--- src/rtl/tsfm_pkg.sv ---
// Shared types, constants and helpers for the TCP session flow meter.
// No dependencies; every other file of the block imports this package.
`default_nettype none

package tsfm_pkg;

  localparam logic [15:0] ETHERTYPE_IPV4 = 16'h0800;
  localparam logic [7:0]  PROTO_TCP      = 8'h06;
  localparam logic [7:0]  FLAGS_SYN      = 8'h02;
  localparam logic [7:0]  FLAGS_FIN_ACK  = 8'h11;

  localparam logic [7:0]  OVERHEAD_RESET = 8'd16;
  localparam logic [2:0]  ADDR_OVERHEAD  = 3'd0;

  localparam int unsigned MICROS_PER_SECOND = 1000000;
  localparam int unsigned BPS_SCALE         = 8000000;

  localparam int unsigned TIME_W = 52;
  localparam int unsigned QUOT_W = 55;
  localparam int unsigned STEP_W = $clog2(QUOT_W + 1);

  localparam int unsigned QUEUE_DEPTH_DEFAULT = 2;

  typedef struct packed {
    logic [31:0] session_number;
    logic [31:0] server_address;
    logic [31:0] client_address;
    logic [15:0] server_port;
    logic [15:0] client_port;
    logic [31:0] packet_total;
    logic [31:0] byte_total;
    logic [31:0] payload_total;
    logic [31:0] start_seconds;
    logic [19:0] start_micros;
    logic [31:0] end_seconds;
    logic [19:0] end_micros;
  } job_t;

  typedef struct packed {
    logic full;
    logic empty;
  } q_stat_t;

  function automatic logic [31:0] sat_add32(input logic [31:0] a, input logic [31:0] b);
    logic [32:0] s;
    s = {1'b0, a} + {1'b0, b};
    return s[32] ? 32'hFFFF_FFFF : s[31:0];
  endfunction

endpackage

`default_nettype wire

--- src/rtl/tsfm_front.sv ---
// Front end: classifies each packet item, tracks the session and its counters,
// and emits a statistics job for every matching FIN+ACK. Depends on tsfm_pkg.
`default_nettype none

module tsfm_front (
  input  wire logic              clk,
  input  wire logic              rst,
  input  wire logic              accept,
  input  wire logic [7:0]        overhead,
  input  wire logic [15:0]       ethertype,
  input  wire logic [7:0]        ip_protocol,
  input  wire logic [7:0]        tcp_flag_bits,
  input  wire logic [3:0]        ip_header_words,
  input  wire logic [3:0]        tcp_offset_words,
  input  wire logic [31:0]       source_address,
  input  wire logic [31:0]       dest_address,
  input  wire logic [15:0]       source_port,
  input  wire logic [15:0]       dest_port,
  input  wire logic [15:0]       frame_length,
  input  wire logic [31:0]       stamp_seconds,
  input  wire logic [19:0]       stamp_micros,
  output logic                   push,
  output tsfm_pkg::job_t         push_job
);
  import tsfm_pkg::*;

  logic        session_open;
  logic [31:0] session_counter;
  logic [31:0] held_client_address;
  logic [31:0] held_server_address;
  logic [15:0] held_client_port;
  logic [15:0] held_server_port;
  logic [31:0] start_seconds;
  logic [19:0] start_micros;
  logic [31:0] packet_counter;
  logic [31:0] byte_counter;
  logic [31:0] payload_counter;

  logic        pkt_ok;
  logic        is_syn;
  logic        is_fin;
  logic        from_server;
  logic [8:0]  hdr_len;
  logic [15:0] payload_len;

  always_comb begin
    pkt_ok      = (ethertype == ETHERTYPE_IPV4) && (ip_protocol == PROTO_TCP);
    is_syn      = (tcp_flag_bits == FLAGS_SYN);
    is_fin      = (tcp_flag_bits == FLAGS_FIN_ACK);
    from_server = session_open &&
                  (source_address == held_server_address) &&
                  (dest_address == held_client_address) &&
                  (source_port == held_server_port) &&
                  (dest_port == held_client_port);
    hdr_len     = 9'({ip_header_words, 2'b00}) + 9'({tcp_offset_words, 2'b00}) +
                  9'(overhead);
    payload_len = (frame_length > 16'(hdr_len)) ? frame_length - 16'(hdr_len) : 16'd0;
    push        = accept && pkt_ok && !is_syn && from_server && is_fin;
  end

  always_comb begin
    push_job.session_number = session_counter;
    push_job.server_address = held_server_address;
    push_job.client_address = held_client_address;
    push_job.server_port    = held_server_port;
    push_job.client_port    = held_client_port;
    push_job.packet_total   = packet_counter;
    push_job.byte_total     = byte_counter;
    push_job.payload_total  = payload_counter;
    push_job.start_seconds  = start_seconds;
    push_job.start_micros   = start_micros;
    push_job.end_seconds    = stamp_seconds;
    push_job.end_micros     = stamp_micros;
  end

  always_ff @(posedge clk) begin
    if (rst) begin
      session_open        <= 1'b0;
      session_counter     <= '0;
      held_client_address <= '0;
      held_server_address <= '0;
      held_client_port    <= '0;
      held_server_port    <= '0;
      start_seconds       <= '0;
      start_micros        <= '0;
      packet_counter      <= '0;
      byte_counter        <= '0;
      payload_counter     <= '0;
    end else if (accept && pkt_ok) begin
      if (is_syn) begin
        session_counter     <= sat_add32(session_counter, 32'd1);
        packet_counter      <= '0;
        byte_counter        <= '0;
        payload_counter     <= '0;
        held_client_address <= source_address;
        held_server_address <= dest_address;
        held_client_port    <= source_port;
        held_server_port    <= dest_port;
        start_seconds       <= stamp_seconds;
        start_micros        <= stamp_micros;
        session_open        <= 1'b1;
      end else if (from_server && !is_fin) begin
        packet_counter  <= sat_add32(packet_counter, 32'd1);
        byte_counter    <= sat_add32(byte_counter, 32'(frame_length));
        payload_counter <= sat_add32(payload_counter, 32'(payload_len));
      end
    end
  end

endmodule

`default_nettype wire

--- src/rtl/tsfm_queue.sv ---
// Short job queue between the front end and the rate calculator.
// Depends on tsfm_pkg for the job and status types.
`default_nettype none

module tsfm_queue #(
  parameter int unsigned DEPTH = tsfm_pkg::QUEUE_DEPTH_DEFAULT
) (
  input  wire logic              clk,
  input  wire logic              rst,
  input  wire logic              push,
  input  wire tsfm_pkg::job_t    push_job,
  input  wire logic              pop,
  output tsfm_pkg::job_t         pop_job,
  output tsfm_pkg::q_stat_t      stat
);
  import tsfm_pkg::*;

  localparam int unsigned PW = (DEPTH > 1) ? $clog2(DEPTH) : 1;
  localparam int unsigned CW = $clog2(DEPTH + 1);

  job_t          entries [DEPTH];
  logic [PW-1:0] wr_ptr;
  logic [PW-1:0] rd_ptr;
  logic [CW-1:0] count;

  always_comb begin
    stat.full  = (count == CW'(DEPTH));
    stat.empty = (count == '0);
    pop_job    = entries[rd_ptr];
  end

  always_ff @(posedge clk) begin
    if (push) begin
      entries[wr_ptr] <= push_job;
    end
  end

  always_ff @(posedge clk) begin
    if (rst) begin
      wr_ptr <= '0;
      rd_ptr <= '0;
      count  <= '0;
    end else begin
      if (push) begin
        wr_ptr <= (wr_ptr == PW'(DEPTH - 1)) ? '0 : wr_ptr + 1'b1;
      end
      if (pop) begin
        rd_ptr <= (rd_ptr == PW'(DEPTH - 1)) ? '0 : rd_ptr + 1'b1;
      end
      if (push && !pop) begin
        count <= count + 1'b1;
      end else if (pop && !push) begin
        count <= count - 1'b1;
      end
    end
  end

endmodule

`default_nettype wire

--- src/rtl/tsfm_back.sv ---
// Back end: turns one statistics job into a result item, computing the
// duration and both bit rates with a one-bit-per-cycle divider. Depends on tsfm_pkg.
`default_nettype none

module tsfm_back (
  input  wire logic              clk,
  input  wire logic              rst,
  input  wire tsfm_pkg::q_stat_t stat,
  input  wire tsfm_pkg::job_t    pop_job,
  output logic                   pop,
  output logic                   out_valid,
  input  wire logic              out_ready,
  output logic [31:0]            session_number,
  output logic [31:0]            server_address,
  output logic [31:0]            client_address,
  output logic [15:0]            server_port,
  output logic [15:0]            client_port,
  output logic [31:0]            packet_total,
  output logic [31:0]            byte_total,
  output logic [31:0]            payload_total,
  output logic [51:0]            duration_micros,
  output logic [54:0]            throughput_bps,
  output logic [54:0]            goodput_bps
);
  import tsfm_pkg::*;

  typedef enum logic [5:0] {
    ST_IDLE = 6'b000001,
    ST_MUL  = 6'b000010,
    ST_SUM  = 6'b000100,
    ST_SUB  = 6'b001000,
    ST_DIV  = 6'b010000,
    ST_DONE = 6'b100000
  } state_t;

  state_t              state;
  state_t              state_next;
  job_t                job;
  logic [TIME_W-1:0]   prod0;
  logic [TIME_W-1:0]   prod1;
  logic [TIME_W-1:0]   t0;
  logic [TIME_W-1:0]   t1;
  logic [TIME_W-1:0]   dur;
  logic [TIME_W-1:0]   rem_b;
  logic [TIME_W-1:0]   rem_p;
  logic [QUOT_W-1:0]   quo_b;
  logic [QUOT_W-1:0]   quo_p;
  logic [STEP_W-1:0]   step;
  logic [TIME_W:0]     trial_b;
  logic [TIME_W:0]     trial_p;
  logic                ge_b;
  logic                ge_p;

  always_comb begin
    trial_b = {rem_b, quo_b[QUOT_W-1]};
    trial_p = {rem_p, quo_p[QUOT_W-1]};
    ge_b    = (trial_b >= {1'b0, dur});
    ge_p    = (trial_p >= {1'b0, dur});
  end

  always_comb begin
    pop        = (state == ST_IDLE) && !stat.empty;
    state_next = state;
    case (state)
      ST_IDLE: if (!stat.empty) state_next = ST_MUL;
      ST_MUL:  state_next = ST_SUM;
      ST_SUM:  state_next = ST_SUB;
      ST_SUB:  state_next = ST_DIV;
      ST_DIV:  if (step == '0) state_next = ST_DONE;
      ST_DONE: if (out_ready) state_next = ST_IDLE;
      default: state_next = ST_IDLE;
    endcase
  end

  always_ff @(posedge clk) begin
    if (rst) begin
      state <= ST_IDLE;
    end else begin
      state <= state_next;
    end
  end

  // With a zero duration every quotient bit comes out set, which is the
  // saturated all-ones rate.
  always_ff @(posedge clk) begin
    case (state)
      ST_IDLE: begin
        if (!stat.empty) job <= pop_job;
      end
      ST_MUL: begin
        prod0 <= TIME_W'(job.start_seconds) * TIME_W'(MICROS_PER_SECOND);
        prod1 <= TIME_W'(job.end_seconds) * TIME_W'(MICROS_PER_SECOND);
        quo_b <= QUOT_W'(job.byte_total) * QUOT_W'(BPS_SCALE);
        quo_p <= QUOT_W'(job.payload_total) * QUOT_W'(BPS_SCALE);
      end
      ST_SUM: begin
        t0 <= prod0 + TIME_W'(job.start_micros);
        t1 <= prod1 + TIME_W'(job.end_micros);
      end
      ST_SUB: begin
        dur   <= (t1 > t0) ? t1 - t0 : '0;
        rem_b <= '0;
        rem_p <= '0;
        step  <= STEP_W'(QUOT_W - 1);
      end
      ST_DIV: begin
        rem_b <= ge_b ? TIME_W'(trial_b - {1'b0, dur}) : TIME_W'(trial_b);
        rem_p <= ge_p ? TIME_W'(trial_p - {1'b0, dur}) : TIME_W'(trial_p);
        quo_b <= {quo_b[QUOT_W-2:0], ge_b};
        quo_p <= {quo_p[QUOT_W-2:0], ge_p};
        step  <= step - 1'b1;
      end
      default: begin
      end
    endcase
  end

  always_comb begin
    out_valid       = (state == ST_DONE);
    session_number  = job.session_number;
    server_address  = job.server_address;
    client_address  = job.client_address;
    server_port     = job.server_port;
    client_port     = job.client_port;
    packet_total    = job.packet_total;
    byte_total      = job.byte_total;
    payload_total   = job.payload_total;
    duration_micros = dur;
    throughput_bps  = quo_b;
    goodput_bps     = quo_p;
  end

endmodule

`default_nettype wire

--- src/rtl/tcp_session_flow_meter.sv ---
// TCP session flow meter: packet items are accepted one per cycle while the job
// queue has room; counters update in the cycle of acceptance. A matching FIN+ACK
// gives its result item after the back end's multiply, sum, subtract and 55-bit
// divide states; the back end takes the next queued job only once it is idle again.
// Synchronous reset clears the session, counters and queue; the overhead register returns to 16.
`default_nettype none

module tcp_session_flow_meter #(
  parameter int unsigned QUEUE_DEPTH = tsfm_pkg::QUEUE_DEPTH_DEFAULT
) (
  input  wire logic        clk,
  input  wire logic        rst,
  input  wire logic        psel,
  input  wire logic        penable,
  input  wire logic        pwrite,
  input  wire logic [2:0]  paddr,
  input  wire logic [31:0] pwdata,
  output logic [31:0]      prdata,
  output logic             pready,
  input  wire logic        in_valid,
  output logic             in_ready,
  input  wire logic [15:0] ethertype,
  input  wire logic [7:0]  ip_protocol,
  input  wire logic [7:0]  tcp_flag_bits,
  input  wire logic [3:0]  ip_header_words,
  input  wire logic [3:0]  tcp_offset_words,
  input  wire logic [31:0] source_address,
  input  wire logic [31:0] dest_address,
  input  wire logic [15:0] source_port,
  input  wire logic [15:0] dest_port,
  input  wire logic [15:0] frame_length,
  input  wire logic [31:0] stamp_seconds,
  input  wire logic [19:0] stamp_micros,
  output logic             out_valid,
  input  wire logic        out_ready,
  output logic [31:0]      session_number,
  output logic [31:0]      server_address,
  output logic [31:0]      client_address,
  output logic [15:0]      server_port,
  output logic [15:0]      client_port,
  output logic [31:0]      packet_total,
  output logic [31:0]      byte_total,
  output logic [31:0]      payload_total,
  output logic [51:0]      duration_micros,
  output logic [54:0]      throughput_bps,
  output logic [54:0]      goodput_bps
);
  import tsfm_pkg::*;

  logic       frame_overhead;
  logic [7:0] overhead;
  logic       accept;
  logic       push;
  logic       pop;
  job_t       push_job;
  job_t       pop_job;
  q_stat_t    q_stat;

  assign frame_overhead = (paddr == ADDR_OVERHEAD);
  assign pready         = 1'b1;
  assign prdata         = frame_overhead ? {24'd0, overhead} : 32'd0;
  assign in_ready       = !q_stat.full;
  assign accept         = in_valid && in_ready;

  always_ff @(posedge clk) begin
    if (rst) begin
      overhead <= OVERHEAD_RESET;
    end else if (psel && penable && pwrite && pready && !paddr[2]) begin
      overhead <= pwdata[7:0];
    end
  end

  tsfm_front u_front (
    .clk              (clk),
    .rst              (rst),
    .accept           (accept),
    .overhead         (overhead),
    .ethertype        (ethertype),
    .ip_protocol      (ip_protocol),
    .tcp_flag_bits    (tcp_flag_bits),
    .ip_header_words  (ip_header_words),
    .tcp_offset_words (tcp_offset_words),
    .source_address   (source_address),
    .dest_address     (dest_address),
    .source_port      (source_port),
    .dest_port        (dest_port),
    .frame_length     (frame_length),
    .stamp_seconds    (stamp_seconds),
    .stamp_micros     (stamp_micros),
    .push             (push),
    .push_job         (push_job)
  );

  tsfm_queue #(
    .DEPTH (QUEUE_DEPTH)
  ) u_queue (
    .clk      (clk),
    .rst      (rst),
    .push     (push),
    .push_job (push_job),
    .pop      (pop),
    .pop_job  (pop_job),
    .stat     (q_stat)
  );

  tsfm_back u_back (
    .clk             (clk),
    .rst             (rst),
    .stat            (q_stat),
    .pop_job         (pop_job),
    .pop             (pop),
    .out_valid       (out_valid),
    .out_ready       (out_ready),
    .session_number  (session_number),
    .server_address  (server_address),
    .client_address  (client_address),
    .server_port     (server_port),
    .client_port     (client_port),
    .packet_total    (packet_total),
    .byte_total      (byte_total),
    .payload_total   (payload_total),
    .duration_micros (duration_micros),
    .throughput_bps  (throughput_bps),
    .goodput_bps     (goodput_bps)
  );

  a_no_push_when_full: assert property (@(posedge clk) disable iff (rst)
    !(push && q_stat.full))
    else $error("job pushed into a full queue");

  a_pop_needs_job: assert property (@(posedge clk) disable iff (rst)
    pop |-> !q_stat.empty)
    else $error("job popped from an empty queue");

  a_no_pop_while_showing: assert property (@(posedge clk) disable iff (rst)
    out_valid |-> !pop)
    else $error("new job taken while a result item is pending");

  a_pop_leads_to_work: assert property (@(posedge clk) disable iff (rst)
    pop |=> !out_valid && !pop)
    else $error("back end skipped its computation");

endmodule

`default_nettype wire

--- config.mk ---
export PLATFORM = sky130hd
export DESIGN_NAME = tcp_session_flow_meter
export DESIGN_NICKNAME = d
export VERILOG_FILES = /design/src/rtl/tsfm_pkg.sv /design/src/rtl/tsfm_front.sv /design/src/rtl/tsfm_queue.sv /design/src/rtl/tsfm_back.sv /design/src/rtl/tcp_session_flow_meter.sv
export SDC_FILE = /design/constraint.sdc
export NUM_CORES = 2
export LEC_CHECK = 0
export BUFFER_PORTS_ARGS = -buffer_cell sky130_fd_sc_hd__buf_2
export CORE_ASPECT_RATIO = 1.5
export CORE_MARGIN = 8
export CORE_UTILIZATION = 55
export CTS_CLUSTER_DIAMETER = 50
export CTS_CLUSTER_SIZE = 40
export DETAILED_ROUTE_END_ITERATION = 10
export PLACE_DENSITY = 0.76
export SLEW_MARGIN = 20
export SYNTH_ARGS = -nofsm -noshare
export SYNTH_HDL_FRONTEND = slang
export SYNTH_HIERARCHICAL = 1
export SYNTH_SLANG_ARGS = --single-unit
--- constraint.sdc ---
create_clock -name clk -period 25.9 [get_ports clk]
set_input_delay 7.77 -clock clk [delete_from_list [all_inputs] [get_ports clk]]
set_output_delay 7.77 -clock clk [all_outputs]
set_load 0.01 [all_outputs]
==> results.tsv <==
stage	metric	value	unit
logic_synthesis	top_reg_cell synth	edfxtp_1	
routing	# DRC	0	
sta	Max Clk Rate	0.0608	GHz
clocking	Post-CTS Setup Inserts	0	
sta	clock skew	0.0756	ns
setup_path	CP Class	in -> out	
sta	setup TNS	0	ns
clocking	CTS tree	yes	
floorplan	Die W	378	um
logic_synthesis	gate count of the mapped netlist	9466	
floorplan	Die Height	559	um
global_routing	vias in the first global route	71583	
logic_synthesis	Syn. warnings	6	
status	status	finished clean	
global_routing	largest net degree at the start of global routing	139	
sta	Worst-Margin Slew	1.09	ns
clocking	htree depth	4	
routing	Final ANT Viol Nets	0	
sta	fin crit share	63.5	%
floorplan	row cnt	199	
routing	routed vias/inst	5.68	
clocking	count of hold-fix buffers inserted at cts	0	
finish	share of layout cells above drive strength 1	13.4	%
sta	RSZ-0062 raised after global routing	no	
sta	Max Slew Vio Count	0	
routing	top sig layer	met5	
setup_path	worst-path maximum fanout	8	
logic_synthesis	top post-synthesis cells by area	edfxtp_1 (40%), fa_1 (10%), ha_1 (9.8%)	
sta	Tmin final	16.44	ns
routing	WL met3	18500	um
floorplan	CORE AREA	196000	um2
logic_synthesis	Post-Syn Area	108000	um2
clocking	clock buffer count from CTS	139	
global_routing	GR Util All Layers	24.6	%
floorplan	Initial Util	55.3	%
sta	final hold vios	0	
placed_design	Port Buf Inserts	617	
finish	design area	117000	um2
routing	met2 wire len	133000	um
global_routing	grt total ovfl	0	
clocking	CTS max path bufs	4	
logic_synthesis	Post-synth ARST share	0	%
logic_synthesis	syn avg cell area	11.4	um2
job	Max Cap Viol	0	
placed_design	GP Congestion	0.974	
setup_path	critical path required time	18.13	ns
setup_path	CP startpoint kind	input port	
logic_synthesis	sequential fraction of the synthesis area	45.8	%
setup_path	Crit. End Element	primary output	
floorplan	io pins	667	
clocking	clock latency on the worst-skew pair	0.83	ns
global_routing	first-pass GRT wire length	409000	um
finish	fin nets	11357	
routing	wl on met1	105000	um
logic_synthesis	Synth cell types	111	
worst_hold_path	Min-Delay Path Class	reg -> reg	
clocking	Sink Count	1748	
sta	worst rel slew slack	27.2	%
logic_synthesis	cell taking the most area after synthesis	edfxtp_1	
placed_design	Placed Area	111000	um2
setup_path	WP data arrival	8.67	ns
sta	Final Setup Violations	0	
clocking	cells resized by post-CTS repair	0	
global_routing	initial antenna violation count	47	
finish	Synth-to-Final Area Change	7.84	%
clocking	CTS clk-pin slew, worst paths	0.10	ns
clocking	root buffer cell	clkbuf_16	
placed_design	hpwl dp	206000	um
routing	DRT iter0 DRCs	4788	
routing	final wirelength	269000	um
routing	drt pass-1 iters	6	
routing	via count	70649	
logic_synthesis	Seq cells post-synth	1748	
logic_synthesis	number of enable flip-flop cells after synthesis	1452	
logic_synthesis	share of the synthesized area in the top cell type	40.3	%
floorplan	die area	212000	um2
routing	wire per inst	21.6	um
worst max-delay path: stages:
cell    delay, ns
buf_2        0.09
nor3_1       0.45
and2_2       0.23
buf_2        0.12
routing by layer:
| metal | up-vias | track usage [%] |
|---|---|---|
| li1 | 33462 | - |
| met1 | 34285 | 29.5 |
| met2 | 2262 | 43.1 |
| met3 | 596 | 5.42 |
| met4 | 44 | 9.76 |
| met5 | - | 0 |
registers in the layout, indices dropped and copies added, names as in the netlist, 46 cells and up, named ones only:
signal and count:
u_back/t0 52, u_back/job 104, u_back/duration_micros 52, u_back/goodput_bps 55, u_back/throughput_bps 55, u_back/t1 52, u_queue/entries 656, u_back/prod1 46
u_back/rem_b 52, u_back/rem_p 52, u_back/prod0 46
worst paths after layout:
kind / slack, ns / cells after the start / to / startpoint
worst max-delay path: 9.46 / 4 / prdata[3] / paddr[1]
worst min-delay path: 0.42 / 0 / u_queue/entries[1][86] / u_front/start_seconds[14]
worst min register to register: 0.42 / 0 / u_queue/entries[1][86] / u_front/start_seconds[14]
worst max register to register: 18.66 / 22 / u_back/prod1[48] / u_back/job[22]
metrics by stage:
step	std cells	worst slack [ns]	hold WS (ns)	utilization [%]
after floorplan	9489	1.15	0.400	-
after global placement	12184	9.49	0.401	56.9
after detailed placement	12184	9.48	0.405	56.9
after CTS	12427	9.48	0.424	59.6
after global routing	12431	9.39	0.424	59.6
final	12446	9.46	0.417	59.6
final cells by class:
| class | instances | area (um2) |
|---|---|---|
| clock inverter | 92 | 1600 |
| antenna | 19 | 47.5 |
| tap | 2613 | 3270 |
| timing repair buffer | 662 | 3470 |
| sequential | 1748 | 49500 |
| multi-input combinational | 6192 | 51500 |
| inverter | 969 | 3640 |
| fill | 15823 | 79000 |
| clock buffer | 151 | 3660 |
cells in the mapped netlist (all sizes together), types with 19 or more instances:
cell and count:
a211oi 49, a21boi 21, a21o 203, a21oi 698
a31oi 62, and2 61, and3 64, and4 26
buf 337, clkbuf 243, dfxtp 296, edfxtp 1452
fa 553, ha 846, inv 968, mux2 332
mux2i 68, nand2 763, nand2b 134, nand3 169
nand4 128, nor2 485, nor2b 63, nor3 87
nor4 47, o211ai 33, o21a 43, o21ai 345
o21bai 68, o31ai 30, or3 19, xnor2 303
xor2 208
kinds of logic (layout without fill, tap and decap cells):
family	Yosys count	after routing	share of synthesized area, %
AOI/OAI and AO/OA	1735	1735	9.85
xor gates and xnor gates	511	511	4.14
adders and majority gates	1399	1399	20.0
buffers and inverters	1549	1874	6.83
DFF	1748	1748	45.8
muxes	400	400	4.09
other	2	44	0.00694
and+or+nand+nor	2122	2122	9.32
cell usage in the layout, fill, tap and decap left out, types with 45 or more instances in the layout:
| cell type | synthesis | layout |
|---|---|---|
| a211oi_1 | 45 | 45 |
| a21o_1 | 200 | 200 |
| a21oi_1 | 697 | 697 |
| a31oi_1 | 62 | 62 |
| and2_1 | 52 | 51 |
| and3_1 | 64 | 64 |
| buf_2 | 22 | 616 |
| clkbuf_16 | 0 | 145 |
| dfxtp_1 | 296 | 295 |
| edfxtp_1 | 1452 | 1452 |
| fa_1 | 553 | 553 |
| ha_1 | 846 | 846 |
| inv_1 | 967 | 964 |
| mux2_2 | 331 | 331 |
| mux2i_1 | 68 | 68 |
| nand2_1 | 763 | 761 |
| nand2b_1 | 134 | 134 |
| nand3_1 | 167 | 167 |
| nand4_1 | 128 | 128 |
| nor2_1 | 484 | 483 |
| nor2b_1 | 62 | 60 |
| nor3_1 | 87 | 87 |
| nor4_1 | 45 | 45 |
| o21ai_0 | 319 | 319 |
| o21bai_1 | 66 | 66 |
| xnor2_1 | 303 | 303 |
| xor2_1 | 208 | 208 |
Power is left out: the tool's default activity adds up to more than one toggle a clock period on the data nets, which glitch-free logic cannot reach.
